### src/rtl/core/bemn_pkg.sv
`timescale 1ns / 1ps
// Shared types and constants of the button event menu navigator.
// Used by the interfaces, the cursor unit and the top level; depends on nothing.
package bemn_pkg;

	localparam int BUTTON_COUNT = 8;
	// At most buttons 0 to 7 are walked, however many buttons there are.
	localparam int WALK_COUNT = (BUTTON_COUNT > 8) ? 8 : BUTTON_COUNT;
	localparam int BTN_W = 3;
	localparam logic [BTN_W-1:0] WALK_LAST = BTN_W'(WALK_COUNT - 1);

	localparam int LEVELS_W = 8;
	localparam int ITEM_W = 8;
	localparam int TICKS_W = 16;
	localparam int ROWS_W = 5;
	localparam int CFG_IDX_W = 3;
	localparam int CFG_DATA_W = 16;

	localparam logic [CFG_IDX_W-1:0] REG_MENU_LENGTH = 3'd0;
	localparam logic [CFG_IDX_W-1:0] REG_HOLD_TICKS = 3'd1;
	localparam logic [CFG_IDX_W-1:0] REG_VISIBLE_ROWS = 3'd2;
	localparam logic [CFG_IDX_W-1:0] REG_STEP_BUTTON = 3'd3;
	localparam logic [CFG_IDX_W-1:0] REG_UP_BUTTON = 3'd4;
	localparam logic [CFG_IDX_W-1:0] REG_DOWN_BUTTON = 3'd5;
	localparam logic [CFG_IDX_W-1:0] REG_CENTER_BUTTON = 3'd6;

	localparam logic [1:0] KIND_PRESSED = 2'd0;
	localparam logic [1:0] KIND_RELEASED = 2'd1;
	localparam logic [1:0] KIND_HELD = 2'd2;

	localparam logic [1:0] ROUTE_SCREEN = 2'd0;
	localparam logic [1:0] ROUTE_MENU = 2'd1;
	localparam logic [1:0] ROUTE_TOGGLED = 2'd2;
	localparam logic [1:0] ROUTE_SUPPRESSED = 2'd3;

	typedef struct packed {
		logic [BTN_W-1:0]  button;
		logic [1:0]        event_kind;
		logic [1:0]        route;
		logic              menu_open;
		logic [ITEM_W-1:0] cursor;
		logic [ITEM_W-1:0] window_top;
		logic              activated;
		logic              last;
	} event_t;

	typedef struct packed {
		logic [ITEM_W-1:0] cursor;
		logic [ITEM_W-1:0] top;
		logic [ITEM_W-1:0] length;
		logic [ROWS_W-1:0] rows;
		logic              move_up;
	} cur_req_t;

	typedef struct packed {
		logic [ITEM_W-1:0] cursor;
		logic [ITEM_W-1:0] top;
	} cur_rsp_t;

endpackage

### src/rtl/core/bemn_poll_if.sv
`timescale 1ns / 1ps
// Input channel: one beat carries one poll of the button levels.
// Depends on bemn_pkg for the field width.
interface bemn_poll_if;
	logic                           valid;
	logic                           ready;
	logic [bemn_pkg::LEVELS_W-1:0]  button_levels;

	modport source (output valid, output button_levels, input ready);
	modport sink (input valid, input button_levels, output ready);
endinterface

### src/rtl/core/bemn_event_if.sv
`timescale 1ns / 1ps
// Output channel: one beat carries one button event and the menu state after it.
// Depends on bemn_pkg for the field widths.
interface bemn_event_if;
	logic                         valid;
	logic                         ready;
	logic [bemn_pkg::BTN_W-1:0]   button;
	logic [1:0]                   event_kind;
	logic [1:0]                   route;
	logic                         menu_open;
	logic [bemn_pkg::ITEM_W-1:0]  cursor;
	logic [bemn_pkg::ITEM_W-1:0]  window_top;
	logic                         activated;
	logic                         last;

	modport source (output valid, output button, output event_kind, output route,
		output menu_open, output cursor, output window_top, output activated,
		output last, input ready);
	modport sink (input valid, input button, input event_kind, input route,
		input menu_open, input cursor, input window_top, input activated,
		input last, output ready);
endinterface

### src/rtl/core/bemn_cursor_unit.sv
`timescale 1ns / 1ps
// Shared cursor step unit: moves the cursor one item up or down with wrap and
// scrolls the window so the cursor stays visible. Depends on bemn_pkg.
module bemn_cursor_unit (
	input  bemn_pkg::cur_req_t req,
	output bemn_pkg::cur_rsp_t rsp
);

	logic [bemn_pkg::ROWS_W-1:0] rows;
	logic [bemn_pkg::ITEM_W-1:0] next_cur;
	logic [bemn_pkg::ITEM_W:0]   cur_inc;
	logic [bemn_pkg::ITEM_W:0]   win_end;
	logic [bemn_pkg::ITEM_W-1:0] top_a;

	assign rows = (req.rows == '0) ? bemn_pkg::ROWS_W'(1) : req.rows;
	assign cur_inc = {1'b0, req.cursor} + 9'd1;

	always_comb begin
		if (req.move_up) begin
			next_cur = (req.cursor == '0) ? req.length - 8'd1 : req.cursor - 8'd1;
		end else begin
			next_cur = (cur_inc == {1'b0, req.length}) ? '0 : cur_inc[7:0];
		end
	end

	assign win_end = {1'b0, req.top} + {4'b0, rows};

	always_comb begin
		// The cursor is at least one window below the top here, so no underflow.
		if ({1'b0, next_cur} >= win_end) begin
			top_a = next_cur - {3'b0, rows} + 8'd1;
		end else begin
			top_a = req.top;
		end
		rsp.cursor = next_cur;
		rsp.top = (next_cur < top_a) ? next_cur : top_a;
	end

endmodule

### src/rtl/core/button_event_menu_navigator.sv
`timescale 1ns / 1ps
// Button event menu navigator: turns polls of the button levels into press,
// release and hold events and drives a scrolling menu cursor.
// Depends on bemn_pkg, bemn_poll_if, bemn_event_if and bemn_cursor_unit.
//
// Usage: the poll channel takes one beat per sample of the button levels. For
// each poll the block walks the buttons in index order, one button per cycle
// while a button gives no event, and sends one event beat for every button
// that was pressed, released or reached its hold count; the final event of a
// poll has last set, and a poll without events sends nothing. A press or hold
// routed to a non-empty menu passes through the shared cursor unit (up step,
// then down step and center), and every event is queued in the emit state.
// The poll channel is not ready while a poll is being walked.
// One event waits in a pending register until the walk knows whether it is the
// last one, and one sits in the output register. When the receiver stalls, the
// walk stops at the next event until the output register frees up.
// Configuration is written through cfg_we, cfg_index and cfg_data, by the user
// only while idle (not enforced by the block); a menu length write also resets
// the cursor and closes the menu. Reset clears all hold counts, the previous
// levels and the menu state, and loads the register reset values.
module button_event_menu_navigator (
	input  logic                               clk,
	input  logic                               arst_n,
	input  logic                               cfg_we,
	input  logic [bemn_pkg::CFG_IDX_W-1:0]     cfg_index,
	input  logic [bemn_pkg::CFG_DATA_W-1:0]    cfg_data,
	bemn_poll_if.sink                          poll,
	bemn_event_if.source                       events
);

	localparam logic [2:0] S_IDLE = 3'd0;
	localparam logic [2:0] S_EVAL = 3'd1;
	localparam logic [2:0] S_UP = 3'd2;
	localparam logic [2:0] S_DOWN = 3'd3;
	localparam logic [2:0] S_EMIT = 3'd4;
	localparam logic [2:0] S_FLUSH = 3'd5;

	// Configuration registers.
	logic [bemn_pkg::ITEM_W-1:0]  menu_len_q;
	logic [bemn_pkg::TICKS_W-1:0] hold_ticks_q;
	logic [bemn_pkg::ROWS_W-1:0]  vis_rows_q;
	logic [bemn_pkg::BTN_W-1:0]   step_btn_q;
	logic [bemn_pkg::BTN_W-1:0]   up_btn_q;
	logic [bemn_pkg::BTN_W-1:0]   down_btn_q;
	logic [bemn_pkg::BTN_W-1:0]   center_btn_q;

	// Walk and menu state.
	logic [2:0]                    state_q;
	logic [bemn_pkg::BTN_W-1:0]    idx_q;
	logic [bemn_pkg::LEVELS_W-1:0] levels_q;
	logic [bemn_pkg::LEVELS_W-1:0] prev_q;
	logic [bemn_pkg::TICKS_W-1:0]  hold_q [bemn_pkg::WALK_COUNT];
	logic                          menu_vis_q;
	logic                          open_press_q;
	logic [bemn_pkg::ITEM_W-1:0]   cursor_q;
	logic [bemn_pkg::ITEM_W-1:0]   top_q;

	// Event being built.
	logic [1:0] kind_q;
	logic [1:0] route_q;
	logic       act_q;

	logic              pend_valid_q;
	bemn_pkg::event_t  pend_q;
	logic              out_valid_q;
	bemn_pkg::event_t  out_q;

	// Evaluation of the button under the walk.
	logic                         down;
	logic                         changed;
	logic [bemn_pkg::TICKS_W-1:0] cnt_inc;
	logic                         hold_hit;
	logic                         toggle;
	logic                         open_next;
	logic                         at_last;
	logic                         out_free;
	logic                         out_load;

	bemn_pkg::cur_req_t cur_req;
	bemn_pkg::cur_rsp_t cur_rsp;
	bemn_pkg::event_t   new_evt;
	bemn_pkg::event_t   pend_last;

	assign down = levels_q[idx_q];
	assign changed = down ^ prev_q[idx_q];
	assign cnt_inc = hold_q[idx_q] + 16'd1;
	assign hold_hit = cnt_inc >= hold_ticks_q;
	assign toggle = (idx_q == step_btn_q) && down && (menu_len_q != '0);
	assign open_next = down ? menu_vis_q : open_press_q;
	assign at_last = idx_q == bemn_pkg::WALK_LAST;
	assign out_free = !out_valid_q || events.ready;
	// The pending beat moves into the output register in this cycle.
	assign out_load = (state_q == S_EMIT || state_q == S_FLUSH) && pend_valid_q && out_free;

	assign cur_req.cursor = cursor_q;
	assign cur_req.top = top_q;
	assign cur_req.length = menu_len_q;
	assign cur_req.rows = vis_rows_q;
	assign cur_req.move_up = state_q == S_UP;

	bemn_cursor_unit u_cursor (
		.req(cur_req),
		.rsp(cur_rsp)
	);

	always_comb begin
		new_evt.button = idx_q;
		new_evt.event_kind = kind_q;
		new_evt.route = route_q;
		new_evt.menu_open = menu_vis_q;
		new_evt.cursor = cursor_q;
		new_evt.window_top = top_q;
		new_evt.activated = act_q;
		new_evt.last = 1'b0;
	end

	always_comb begin
		pend_last = pend_q;
		pend_last.last = 1'b1;
	end

	always_ff @(posedge clk or negedge arst_n) begin
		if (!arst_n) begin
			menu_len_q <= '0;
			hold_ticks_q <= 16'd50;
			vis_rows_q <= 5'd5;
			step_btn_q <= 3'd0;
			up_btn_q <= 3'd1;
			down_btn_q <= 3'd2;
			center_btn_q <= 3'd3;
		end else if (cfg_we) begin
			case (cfg_index)
				bemn_pkg::REG_MENU_LENGTH: menu_len_q <= cfg_data[7:0];
				bemn_pkg::REG_HOLD_TICKS: hold_ticks_q <= cfg_data;
				bemn_pkg::REG_VISIBLE_ROWS: vis_rows_q <= cfg_data[4:0];
				bemn_pkg::REG_STEP_BUTTON: step_btn_q <= cfg_data[2:0];
				bemn_pkg::REG_UP_BUTTON: up_btn_q <= cfg_data[2:0];
				bemn_pkg::REG_DOWN_BUTTON: down_btn_q <= cfg_data[2:0];
				bemn_pkg::REG_CENTER_BUTTON: center_btn_q <= cfg_data[2:0];
				default: ;
			endcase
		end
	end

	always_ff @(posedge clk or negedge arst_n) begin
		if (!arst_n) begin
			state_q <= S_IDLE;
			idx_q <= '0;
			prev_q <= '0;
			for (int i = 0; i < bemn_pkg::WALK_COUNT; i++) begin
				hold_q[i] <= '0;
			end
			menu_vis_q <= 1'b0;
			open_press_q <= 1'b0;
			cursor_q <= '0;
			top_q <= '0;
			kind_q <= '0;
			route_q <= '0;
			act_q <= 1'b0;
			pend_valid_q <= 1'b0;
			pend_q <= '0;
			out_valid_q <= 1'b0;
			out_q <= '0;
		end else begin
			if (events.ready && !out_load) begin
				out_valid_q <= 1'b0;
			end
			case (state_q)
				S_IDLE: begin
					if (poll.valid) begin
						idx_q <= '0;
						state_q <= S_EVAL;
					end
				end
				S_EVAL: begin
					act_q <= 1'b0;
					if (changed) begin
						hold_q[idx_q] <= '0;
						kind_q <= down ? bemn_pkg::KIND_PRESSED : bemn_pkg::KIND_RELEASED;
						if (toggle) begin
							menu_vis_q <= !menu_vis_q;
							route_q <= bemn_pkg::ROUTE_TOGGLED;
							state_q <= S_EMIT;
						end else begin
							open_press_q <= open_next;
							if (menu_vis_q) begin
								route_q <= bemn_pkg::ROUTE_MENU;
								// Releases reach the menu but move nothing.
								state_q <= (down && menu_len_q != '0) ? S_UP : S_EMIT;
							end else begin
								route_q <= open_next ? bemn_pkg::ROUTE_SUPPRESSED
									: bemn_pkg::ROUTE_SCREEN;
								state_q <= S_EMIT;
							end
						end
					end else if (down && hold_hit) begin
						hold_q[idx_q] <= '0;
						kind_q <= bemn_pkg::KIND_HELD;
						if (menu_vis_q) begin
							route_q <= bemn_pkg::ROUTE_MENU;
							state_q <= (menu_len_q != '0) ? S_UP : S_EMIT;
						end else begin
							route_q <= bemn_pkg::ROUTE_SCREEN;
							state_q <= S_EMIT;
						end
					end else begin
						if (down) begin
							hold_q[idx_q] <= cnt_inc;
						end
						if (at_last) begin
							state_q <= S_FLUSH;
						end else begin
							idx_q <= idx_q + 3'd1;
						end
					end
				end
				S_UP: begin
					if (idx_q == up_btn_q) begin
						cursor_q <= cur_rsp.cursor;
						top_q <= cur_rsp.top;
					end
					state_q <= S_DOWN;
				end
				S_DOWN: begin
					if (idx_q == down_btn_q) begin
						cursor_q <= cur_rsp.cursor;
						top_q <= cur_rsp.top;
					end
					if (idx_q == center_btn_q) begin
						act_q <= 1'b1;
						menu_vis_q <= 1'b0;
					end
					state_q <= S_EMIT;
				end
				S_EMIT: begin
					// The pending event is known not to be last once a newer one exists.
					if (!pend_valid_q || out_free) begin
						if (pend_valid_q) begin
							out_q <= pend_q;
							out_valid_q <= 1'b1;
						end
						pend_q <= new_evt;
						pend_valid_q <= 1'b1;
						if (at_last) begin
							state_q <= S_FLUSH;
						end else begin
							idx_q <= idx_q + 3'd1;
							state_q <= S_EVAL;
						end
					end
				end
				S_FLUSH: begin
					if (!pend_valid_q) begin
						prev_q <= levels_q;
						state_q <= S_IDLE;
					end else if (out_free) begin
						out_q <= pend_last;
						out_valid_q <= 1'b1;
						pend_valid_q <= 1'b0;
						prev_q <= levels_q;
						state_q <= S_IDLE;
					end
				end
				default: state_q <= S_IDLE;
			endcase
			if (cfg_we && cfg_index == bemn_pkg::REG_MENU_LENGTH) begin
				cursor_q <= '0;
				menu_vis_q <= 1'b0;
			end
		end
	end

	always_ff @(posedge clk) begin
		if (state_q == S_IDLE && poll.valid) begin
			levels_q <= poll.button_levels;
		end
	end

	assign poll.ready = state_q == S_IDLE;

	assign events.valid = out_valid_q;
	assign events.button = out_q.button;
	assign events.event_kind = out_q.event_kind;
	assign events.route = out_q.route;
	assign events.menu_open = out_q.menu_open;
	assign events.cursor = out_q.cursor;
	assign events.window_top = out_q.window_top;
	assign events.activated = out_q.activated;
	assign events.last = out_q.last;

	// A finished walk leaves nothing pending.
	a_idle_no_pending: assert property (@(posedge clk) disable iff (!arst_n)
		state_q == S_IDLE |-> !pend_valid_q)
		else $error("event left pending while idle");

	// The cursor stays inside a non-empty menu.
	a_cursor_in_menu: assert property (@(posedge clk) disable iff (!arst_n)
		menu_len_q != '0 |-> cursor_q < menu_len_q)
		else $error("cursor beyond menu length");

	// Only a press toggles the menu.
	a_toggle_is_press: assert property (@(posedge clk) disable iff (!arst_n)
		out_valid_q && out_q.route == bemn_pkg::ROUTE_TOGGLED
		|-> out_q.event_kind == bemn_pkg::KIND_PRESSED)
		else $error("menu toggled by a non-press event");

	// An activation comes from the menu and closes it.
	a_activate_closes: assert property (@(posedge clk) disable iff (!arst_n)
		out_valid_q && out_q.activated
		|-> !out_q.menu_open && out_q.route == bemn_pkg::ROUTE_MENU)
		else $error("activation outside the menu");

	// The up step is always followed by the down step.
	a_up_then_down: assert property (@(posedge clk) disable iff (!arst_n)
		state_q == S_UP |=> state_q == S_DOWN)
		else $error("cursor sequence broken");

endmodule

### src/flat_wrapper.sv
// flat-port wrapper written by rule: the top's interface ports become plain ports
module button_event_menu_navigator_flat 
  (clk, arst_n, cfg_we, cfg_index, cfg_data, poll_valid, poll_button_levels, poll_ready, events_valid, events_button, events_event_kind, events_route, events_menu_open, events_cursor, events_window_top, events_activated, events_last, events_ready);
  bemn_poll_if poll_i ();
  bemn_event_if events_i ();
  input  logic clk;
  input  logic arst_n;
  input  logic cfg_we;
  input  logic [bemn_pkg::CFG_IDX_W-1:0] cfg_index;
  input  logic [bemn_pkg::CFG_DATA_W-1:0] cfg_data;
  input wire logic [$bits(poll_i.valid)-1:0] poll_valid;
  input wire logic [$bits(poll_i.button_levels)-1:0] poll_button_levels;
  output wire logic [$bits(poll_i.ready)-1:0] poll_ready;
  output wire logic [$bits(events_i.valid)-1:0] events_valid;
  output wire logic [$bits(events_i.button)-1:0] events_button;
  output wire logic [$bits(events_i.event_kind)-1:0] events_event_kind;
  output wire logic [$bits(events_i.route)-1:0] events_route;
  output wire logic [$bits(events_i.menu_open)-1:0] events_menu_open;
  output wire logic [$bits(events_i.cursor)-1:0] events_cursor;
  output wire logic [$bits(events_i.window_top)-1:0] events_window_top;
  output wire logic [$bits(events_i.activated)-1:0] events_activated;
  output wire logic [$bits(events_i.last)-1:0] events_last;
  input wire logic [$bits(events_i.ready)-1:0] events_ready;
  assign poll_i.valid = poll_valid;
  assign poll_i.button_levels = poll_button_levels;
  assign poll_ready = poll_i.ready;
  assign events_valid = events_i.valid;
  assign events_button = events_i.button;
  assign events_event_kind = events_i.event_kind;
  assign events_route = events_i.route;
  assign events_menu_open = events_i.menu_open;
  assign events_cursor = events_i.cursor;
  assign events_window_top = events_i.window_top;
  assign events_activated = events_i.activated;
  assign events_last = events_i.last;
  assign events_i.ready = events_ready;
  button_event_menu_navigator u_core (.clk(clk), .arst_n(arst_n), .cfg_we(cfg_we), .cfg_index(cfg_index), .cfg_data(cfg_data), .poll(poll_i), .events(events_i));
endmodule
### config.mk
export PLATFORM = sky130hd
export DESIGN_NAME = button_event_menu_navigator_flat
export DESIGN_NICKNAME = d
export VERILOG_FILES = /design/src/rtl/core/bemn_pkg.sv /design/src/rtl/core/bemn_poll_if.sv /design/src/rtl/core/bemn_event_if.sv /design/src/rtl/core/bemn_cursor_unit.sv /design/src/rtl/core/button_event_menu_navigator.sv /design/src/flat_wrapper.sv
export SDC_FILE = /design/constraint.sdc
export NUM_CORES = 1
export LEC_CHECK = 0
export ABC_AREA = 1
export BUFFER_PORTS_ARGS = -buffer_cell sky130_fd_sc_hd__buf_2
export CAP_MARGIN = 20
export CELL_PAD_IN_SITES_DETAIL_PLACEMENT = 1
export CELL_PAD_IN_SITES_GLOBAL_PLACEMENT = 1
export CORE_ASPECT_RATIO = 1.5
export CORE_UTILIZATION = 42
export DETAILED_ROUTE_END_ITERATION = 12
export PLACE_DENSITY_LB_ADDON = 0.1
export SYNTH_ARGS = -nofsm -noshare
export SYNTH_HDL_FRONTEND = slang
export SYNTH_HIERARCHICAL = 1
export SYNTH_SLANG_ARGS = --single-unit
export TNS_END_PERCENT = 1
### constraint.sdc
create_clock -name clk -period 5.43 [get_ports clk]
set_input_delay 1.3575 -clock clk [delete_from_list [all_inputs] [get_ports clk]]
set_output_delay 1.3575 -clock clk [all_outputs]
set_load 0.05 [all_outputs]
After elaboration in Yosys (flattened, before gate mapping)
Index checks and enable logic that the tools add are counted.

Add/subtract/negate cells: 8. Multiply operators: 0. Div/mod/pow operators: 0. Magnitude comparators: 6. Eq/ne operators: 35. Shift-type cells: 0. Multiplexer cells: 80. Bitwise gates (word level): 5. Reductions and logical operators: 50.

Operator list (count): $mux W128 (3); $and A128 B128 Y128 (1); $bwmux W128 (1); $not A128 Y128 (1); $mux W26 (4); $mux W8 (12); $mux W3 (18); $pmux W26 S2 (1); $bmux W16 S3 (1); $demux W16 S3 (1); $mux W16 (3); $pmux W8 S2 (2); $reduce_and A2 Y1 (13); $eq A3 B3 Y1 const B (6); $mux W1 (18); $pmux W3 S6 (1); $add A16 B1 Y16 const B (1); $ge A16 B16 Y1 (1); $sub A8 B1 Y8 const B (2); $mux W2 (7); $eq A3 B2 Y1 const B (4); $eq A3 B3 Y1 (4); $ne A2 B2 Y1 const B (6); $ne A3 B1 Y1 const B (4); other kinds (34) (69).

Bits in registers: 267. Bits in latches: 0. Bits in writable memories: 0. ROM bits: 0. Input port bits: 32. Output and inout bits: 28. Memories: 0.

Depth between registers and ports, before layout
Gate-level depths: netlist of the first run.

Depth in word-level cells: 11. Gate-level depth with buffers: 38. Gate-level depth less buffers: 37.

Modules after synthesis
The synthesis of the first run kept the hierarchy.

By module, submodules not included: button_event_menu_navigator (times used 1, cells an instance 1667, area an instance 13017.5 um2, sequential area each 6732.7 um2); bemn_cursor_unit (times used 1, cells an instance 336, area an instance 1995.7 um2, sequential area each 0.0 um2).

Worst setup path before layout of the first run
No wires, ideal clock.

Kind: register to register. Start: register u_core/cursor_q[0] (netlist bit). End: register u_core/top_q[3] (netlist bit). Arrival: 5.096 ns. Path slack: 0.209 ns. Cell stages (with the launch flop): 33. Cells stage by stage: dfrtp_1 > inv_2 > ha_1 > nand2_1 > nor2_2 > nand2_2 > o21ai_2 > ha_1 > inv_1 > nor3_1 > nand2_1 > nor2_1 > xor2_1 > nand2_1 > o21ai_0 > inv_1 > ha_1 > a21oi_1 > nor2_1 > a21oi_1 > nand2_4 > buf_2 > o21ai_0 > inv_1 > ha_1 > a21oi_1 > nor2_1 > a211oi_2 > nand2_8 > nand2_1 > nand2_1 > nand2_1 > o21ai_0.

RTL lines: start, declared (RTL line button_event_menu_navigator.sv:55) `logic [bemn_pkg::ITEM_W-1:0] cursor_q;`; start signal, assigned (RTL line button_event_menu_navigator.sv:219) `cursor_q <= cur_rsp.cursor;`; start signal, assigned (RTL line button_event_menu_navigator.sv:226) `cursor_q <= cur_rsp.cursor;`; end signal, assigned (RTL line button_event_menu_navigator.sv:220) `top_q <= cur_rsp.top;`; end signal, assigned (RTL line button_event_menu_navigator.sv:227) `top_q <= cur_rsp.top;`; end, declared (RTL line button_event_menu_navigator.sv:56) `logic [bemn_pkg::ITEM_W-1:0] top_q;`.

==> results of run 1 <==
-- cells by family after synthesis --
logic type / after synthesis / share of synthesized area [%]
AND/OR/NAND/NOR: 1135 / 32.2
flip-flops: 267 / 44.8
AO/OA/AOI/OAI: 232 / 8.22
XOR/XNOR: 35 / 2.34
adder cells (fa/ha/maj): 53 / 4.52
buffers and inverters: 281 / 7.83
-- layout by cell type, fill, tap and decap left out, types with 11 or more instances in the layout --
cell,instances
nand2_2,36
nand4_1,17
o21ai_1,20
buf_4,29
dfrtp_1,248
xnor2_1,14
xor2_1,16
a21oi_1,42
nand2_1,841
buf_2,59
nor2_1,69
inv_1,191
o21ai_0,138
nand3_1,122
ha_1,48
inv_2,11
clkbuf_16,30
-- tightest hold or removal path: cells and delay by family (launching register included) --
kind | cells | cell delay (ns)
flip-flops | 1 | 0.34
AND/OR/NAND/NOR | 2 | 0.11
-- stage by stage --
| stage | area (um^2) | total power, mW | instances | utilization [%] | TNS [ns] |
|---|---|---|---|---|---|
| final | 17000 | 9.24 | 2550 | 48.4 | 0 |
| after global routing | 17000 | 9.85 | 2550 | 48.4 | -0.154 |
| after CTS | 16800 | 9.19 | 2545 | 47.9 | 0 |
| after detailed placement | 15800 | 7.08 | 2491 | 45.1 | -0.794 |
| after global placement | 15800 | 6.96 | 2491 | 45.1 | 0 |
| after floorplan | 15000 | 5.70 | 2003 | - | 0 |
-- worst paths after layout --
kind,end,slack (ns),depth (start not counted)
max,u_core/top_q[7],0.32,35
min,u_core/events.event_kind[1],0.47,2
max reg2reg,u_core/top_q[7],0.32,35
min reg2reg,u_core/events.event_kind[1],0.47,2
max in group asynchronous,u_core/events.window_top[4],3.75,2
min in group asynchronous,u_core/vis_rows_q[3],0.71,1
-- layout make-up --
| type | instances | area (um^2) | share of cell area, % |
|---|---|---|---|
| well taps | 473 | 592 | 3.48 |
| flip-flops and latches | 267 | 6740 | 39.6 |
| inverters | 204 | 771 | 4.53 |
| clock buffers | 43 | 890 | 5.23 |
| clock inverters | 11 | 111 | 0.655 |
| repair buffers | 97 | 687 | 4.04 |
| multi-input cells | 1455 | 7210 | 42.4 |
-- routing by layer --
layer	routed length, um	vias up	track usage [%]	part of all wire (%)
met1	18600	6520	29.4	39
met3	1200	95	2.43	2.5
met4	2010	0	11.7	4.2
met5	0	-	0	0
met2	26400	197	53.5	55
li1	-	6373	-	-
-- state kept, by name (all words and copies together) (netlist names), 5 cells and up --
| signal | flops |
|---|---|
| u_core/pend_last | 25 |
| u_core/cursor_q | 8 |
| u_core/hold_ticks_q | 16 |
| u_core/menu_len_q | 8 |
| u_core/vis_rows_q | 5 |
| u_core/levels_q | 8 |
| u_core/events.window_top | 8 |
| u_core/top_q | 8 |
| u_core/events.cursor | 8 |
| u_core/hold_q | 128 |
| u_core/prev_q | 8 |
-- power breakdown --
part           switching (mW)  total [mW]  internal [mW]
Combinational            3.31        4.62           1.31
Clock                   0.868        2.06           1.19
Sequential              0.237        2.56           2.33
Total                    4.42        9.24           4.82
-- timing repair --
action / CTS / global route
resized for setup: 1 / 29
endpoints found under the setup margin: 8 / 100
pin swaps: 0 / 4
gates cloned: 0 / 1
buffers inserted: 0 / 3
==> flow_metrics.py, run 1 <==
metrics = {
    "clock_tree": {
        "clockRootBuffer": "clkbuf_16",
        "clock-sinks": 267,
        "htree_levels": 1,
        "cts_hold_buffers": 0,
        "cts_buffers": 29,
        "cts_tree": "built",
        "cts_max_path_buffers": 3,
        "clk_pin_slew_ns": 0.06,
        "insertion_delay_ns": 0.59,
    },
    "global_routing": {
        "grt_usage_pct": 27.3,
        "grt_pass1_vias": 13900,
        "grt_pass1_wl_um": 76100,
        "antenna_found_initial": 0,
        "grt_max_degree": 105,
        "grt_overflow": 0,
    },
    "synth": {
        "yosysTopAreaCell": "dfrtp_1",
        "synth_cell_types": 54,
        "synth_edf_count": 8,
        "avgSynthCellArea_um2": 7.50,
        "synth_top_area_share_pct": 41.7,
        "ys_seq_elements": 267,
        "synth_fp_nets": 2088,
        "mappedNetlistArea_um2": 15000,
        "synth_cells": 2003,
        "synthArstFlopShare_pct": 97.0,
        "synth_ff_type": "dfrtp_1",
        "synth_most_common_cell": "nand2_1",
        "ys_warn_count": 6,
        "ys_top_cells_by_count": "842 x nand2_1, 250 x dfrtp_1, 191 x inv_1",
        "synth_area_leaders": "dfrtp_1 42%, nand2_1 21%, inv_1 4.8%, o21ai_0 4.8%, ha_1 4.3%",
        "seq_area_frac_synth_pct": 44.8,
    },
    "run": {
        "max_cap_viol_count": 0,
    },
    "power_and_ir_drop": {
        "vdd_ir_drop_max_v": 0.000350,
        "power_density_nw_per_um2": 544,
        "leakage_nw": 8.95,
    },
    "outcome": {
        "status": "finished clean",
    },
    "routing": {
        "ant_nets": 0,
        "drtPass1Iterations": 4,
        "vias": 13200,
        "routedWlPerCell_um": 18.9,
        "via_per_inst": 5.17,
        "drc": 0,
        "drtIter0Drc": 751,
        "wirelength_um": 48300,
    },
    "floorplan": {
        "die_x_um": 156,
        "dieArea_um2": 36500,
        "die_h_um": 234,
        "row_count": 84,
        "core_um2": 35100,
        "start_util_pct": 42.8,
        "pin_count": 60,
    },
    "placed_design": {
        "place_ws_ns": -0.117,
        "dp_hpwl_um": 34200,
        "gp_congestion": 0.881,
        "port_buffers": 59,
    },
    "worst_setup_path": {
        "worstPathRequired_ns": 5.87,
        "path_max_fanout": 8,
        "critical_path_class": "reg -> reg",
        "crit_family": "adder cells",
        "startpoint_type": "register",
        "timing.rr.start": "u_core/cursor_q[1]",
        "max_stage_delay_ns": 0.43,
        "cp.arrival_ns": 5.55,
        "worst_path_most_repeated_cell": "nand2_1",
        "critPathBufInv": 5,
        "slowest_stage": "dfrtp_2",
        "endpoint_kind": "register",
        "critPathLaunch": "u_core/cursor_q[1]",
    },
    "sta": {
        "setup_viol_count_final": 0,
        "setup_ws_ns": 0.321,
        "tightest_slew_ns": 1.03,
        "slew_headroom_pct": 31.3,
        "rsz0062_at_grt": "true",
        "clock_skew_ns": 0.0338,
        "fin_crit_sh_pct": 94.1,
        "period_minus_slack_ns": 5.11,
        "hold_violations": 0,
        "drv_slew": 0,
        "fmax_mhz": 196,
        "hold_ws_ns": 0.471,
    },
    "hold_path": {
        "min_path_type": "reg -> reg",
        "min_from": "u_core/pend_last[22]",
    },
    "final_layout": {
        "diodes": 0,
        "final_nets": 2139,
        "n_fill_cell": 4451,
        "area_growth_pct": 13.2,
        "drive_above_1_share_pct": 12.9,
    },
}
(Power assumes the default switching activity.)
==> inputs of run 2 (changes only) <==
--- a/config.mk
+++ b/config.mk
@@ -11,7 +11,7 @@
 export CELL_PAD_IN_SITES_DETAIL_PLACEMENT = 1
 export CELL_PAD_IN_SITES_GLOBAL_PLACEMENT = 1
 export CORE_ASPECT_RATIO = 1.5
-export CORE_UTILIZATION = 42
+export CORE_UTILIZATION = 47
 export DETAILED_ROUTE_END_ITERATION = 12
 export PLACE_DENSITY_LB_ADDON = 0.1
 export SYNTH_ARGS = -nofsm -noshare
==> constraint.sdc (replaced) <==
create_clock -name clk -period 4.9 [get_ports clk]
set_input_delay 1.225 -clock clk [delete_from_list [all_inputs] [get_ports clk]]
set_output_delay 1.225 -clock clk [all_outputs]
set_load 0.05 [all_outputs]
==> flow_metrics.py, run 2 (synthesis results as in run 1) <==
metrics = {
    "outcome": {
        "status": "finished, violations left",
        "violations": "negative setup slack",
    },
    "worst_setup_path": {
        "r2r_slack_ns": -0.08,
        "cp.arrival_ns": 5.41,
        "slowest_stage": "dfrtp_2",
        "endpoint_kind": "register",
        "timing.rr.end": "u_core/top_q[5]",
        "max_stage_delay_ns": 0.41,
        "worst_path_most_repeated_cell": "nand2_1",
        "startpoint_type": "register",
        "timing.rr.start": "u_core/cursor_q[0]",
        "critical_path_class": "reg -> reg",
        "path_max_fanout": 8,
        "worstPathRequired_ns": 5.33,
        "reg2regPathDepth": 35,
    },
    "routing": {
        "drc": 0,
        "drtIter0Drc": 493,
        "via_per_inst": 5.39,
        "vias": 13700,
        "routedWlPerCell_um": 19.8,
        "drtPass1Iterations": 5,
        "ant_nets": 0,
        "wirelength_um": 50400,
    },
    "floorplan": {
        "row_count": 79,
        "dieArea_um2": 32700,
        "die_x_um": 148,
        "start_util_pct": 48.1,
        "die_h_um": 221,
        "pin_count": 60,
        "core_um2": 31200,
    },
    "hold_path": {
        "min_path_cells": 2,
        "min_path_type": "reg -> reg",
        "min_to": "u_core/hold_q[26]",
        "min_from": "u_core/hold_q[26]",
    },
    "global_routing": {
        "grt_pass1_vias": 14800,
        "grt_usage_pct": 31.3,
        "grt_pass1_wl_um": 79100,
        "antenna_found_initial": 0,
        "grt_max_degree": 94,
        "grt_overflow": 0,
    },
    "final_layout": {
        "final_area_um2": 17600,
        "top_register": "u_core/hold_q",
        "diodes": 0,
        "regArea_um2": 6740,
        "area_growth_pct": 17.3,
        "instances_no_fill": 2546,
        "drive_above_1_share_pct": 17.7,
        "n_fill_cell": 3943,
        "largest_reg_flops": 128,
        "final_nets": 2205,
        "multi_input_area_um2": 7460,
        "final_cell_mix": "823 x nand2_1, 244 x dfrtp_1, 184 x inv_1, 127 x o21ai_0, 117 x nand3_1",
        "fin_util_pct": 56.4,
        "final_common_cell": "nand2_1",
    },
    "sta": {
        "tightest_slew_ns": 1.05,
        "clock_skew_ns": 0.0291,
        "fmax_mhz": 201,
        "rsz0062_at_grt": "true",
        "period_minus_slack_ns": 4.98,
        "drv_slew": 0,
        "setup_viol_count_final": 8,
        "hold_violations": 0,
        "setup_ws_ns": -0.0783,
        "slew_headroom_pct": 30.1,
        "fin_crit_sh_pct": 102,
    },
    "power_and_ir_drop": {
        "power_density_nw_per_um2": 632,
        "vdd_ir_drop_max_v": 0.000459,
        "leakage_nw": 9.30,
    },
    "placed_design": {
        "placed_cells_incl_taps": 2478,
        "gp_congestion": 0.906,
        "placed_cell_area_um2": 16200,
        "port_buffers": 59,
        "dp_hpwl_um": 35200,
        "place_ws_ns": -0.369,
    },
    "clock_tree": {
        "insertion_delay_ns": 0.58,
        "clockRootBuffer": "clkbuf_16",
        "cts_tree": "built",
        "cts_hold_buffers": 0,
        "clk_pin_slew_ns": 0.07,
        "htree_levels": 1,
        "clock-sinks": 267,
        "cts_buffers": 28,
        "cts_max_path_buffers": 3,
    },
    "run": {
        "max_cap_viol_count": 0,
    },
}
==> run 2: cell count changes in the layout (fill, tap and decap cells not counted), sizes merged <==
cell,before,now
inv,206,204
clkinv,4,9
bufinv,1,3
clkbuf,43,37
clkinvlp,4,2
buf,97,164
==> run 2: routing by layer <==
layer | track usage, % | share of wire, % | vias up
met2 | 60.3 | 55 | 268
met3 | 3.20 | 3.1 | 142
met1 | 32.0 | 35 | 6804
met5 | 0 | 0 | -
li1 | - | - | 6516
met4 | 18.4 | 6.1 | 0
==> run 2: worst max path at each step <==
stage                             startpoint  cells past startpoint  slack [ns]              end
after floorplan           u_core/cursor_q[0]                     35       0.009  u_core/top_q[3]
after global placement    u_core/cursor_q[0]                     38       -0.13  u_core/top_q[3]
after detailed placement  u_core/cursor_q[0]                     35       -0.37  u_core/top_q[5]
after CTS                 u_core/cursor_q[0]                     35     -0.0003  u_core/top_q[2]
after global routing      u_core/cursor_q[1]                     37       -0.31  u_core/top_q[5]
final                     u_core/cursor_q[0]                     35       -0.08  u_core/top_q[5]
==> run 2: worst max-delay path, delay by kind of cell (launching register included) <==
kind            cells  cell delay (ns)
compound gates      5             0.71
xor+xnor            3             0.48
fa+ha+maj           3             0.76
buf+inv             6             0.71
flops               1             0.41
simple gates       18             1.76
==> run 2: layout make-up <==
| cell class | instances | share of cell area [%] |
|---|---|---|
| inverter | 204 | 4.40 |
| clock inverter | 14 | 0.938 |
| timing repair buffer | 164 | 6.81 |
| sequential | 267 | 38.3 |
| multi-input combinational | 1455 | 42.4 |
| clock buffer | 37 | 4.34 |
| tap | 405 | 2.88 |
==> run 2: power by group <==
group	internal (mW)	switching (mW)	total, mW
registers	2.58	0.273	2.85
logic	2.00	4.08	6.09
clock network	1.26	0.927	2.18
==> run 2: what timing repair did <==
item / CTS / global route
gates resized for setup: 26 / 80
setup endpoints to repair: 53 / 61
pin swaps: 14 / 42
cloned: 1 / 0
setup buffers: 6 / 11
==> run 2: per-stage QoR <==
step	setup TNS (ns)	power, mW	hold WS [ns]
after floorplan	0	6.36	0.442
after global placement	-0.934	8.01	0.451
after detailed placement	-3.07	8.18	0.464
after CTS	-0.000348	10.7	0.483
after global routing	-4.74	11.8	0.498
final	-0.429	11.1	0.476
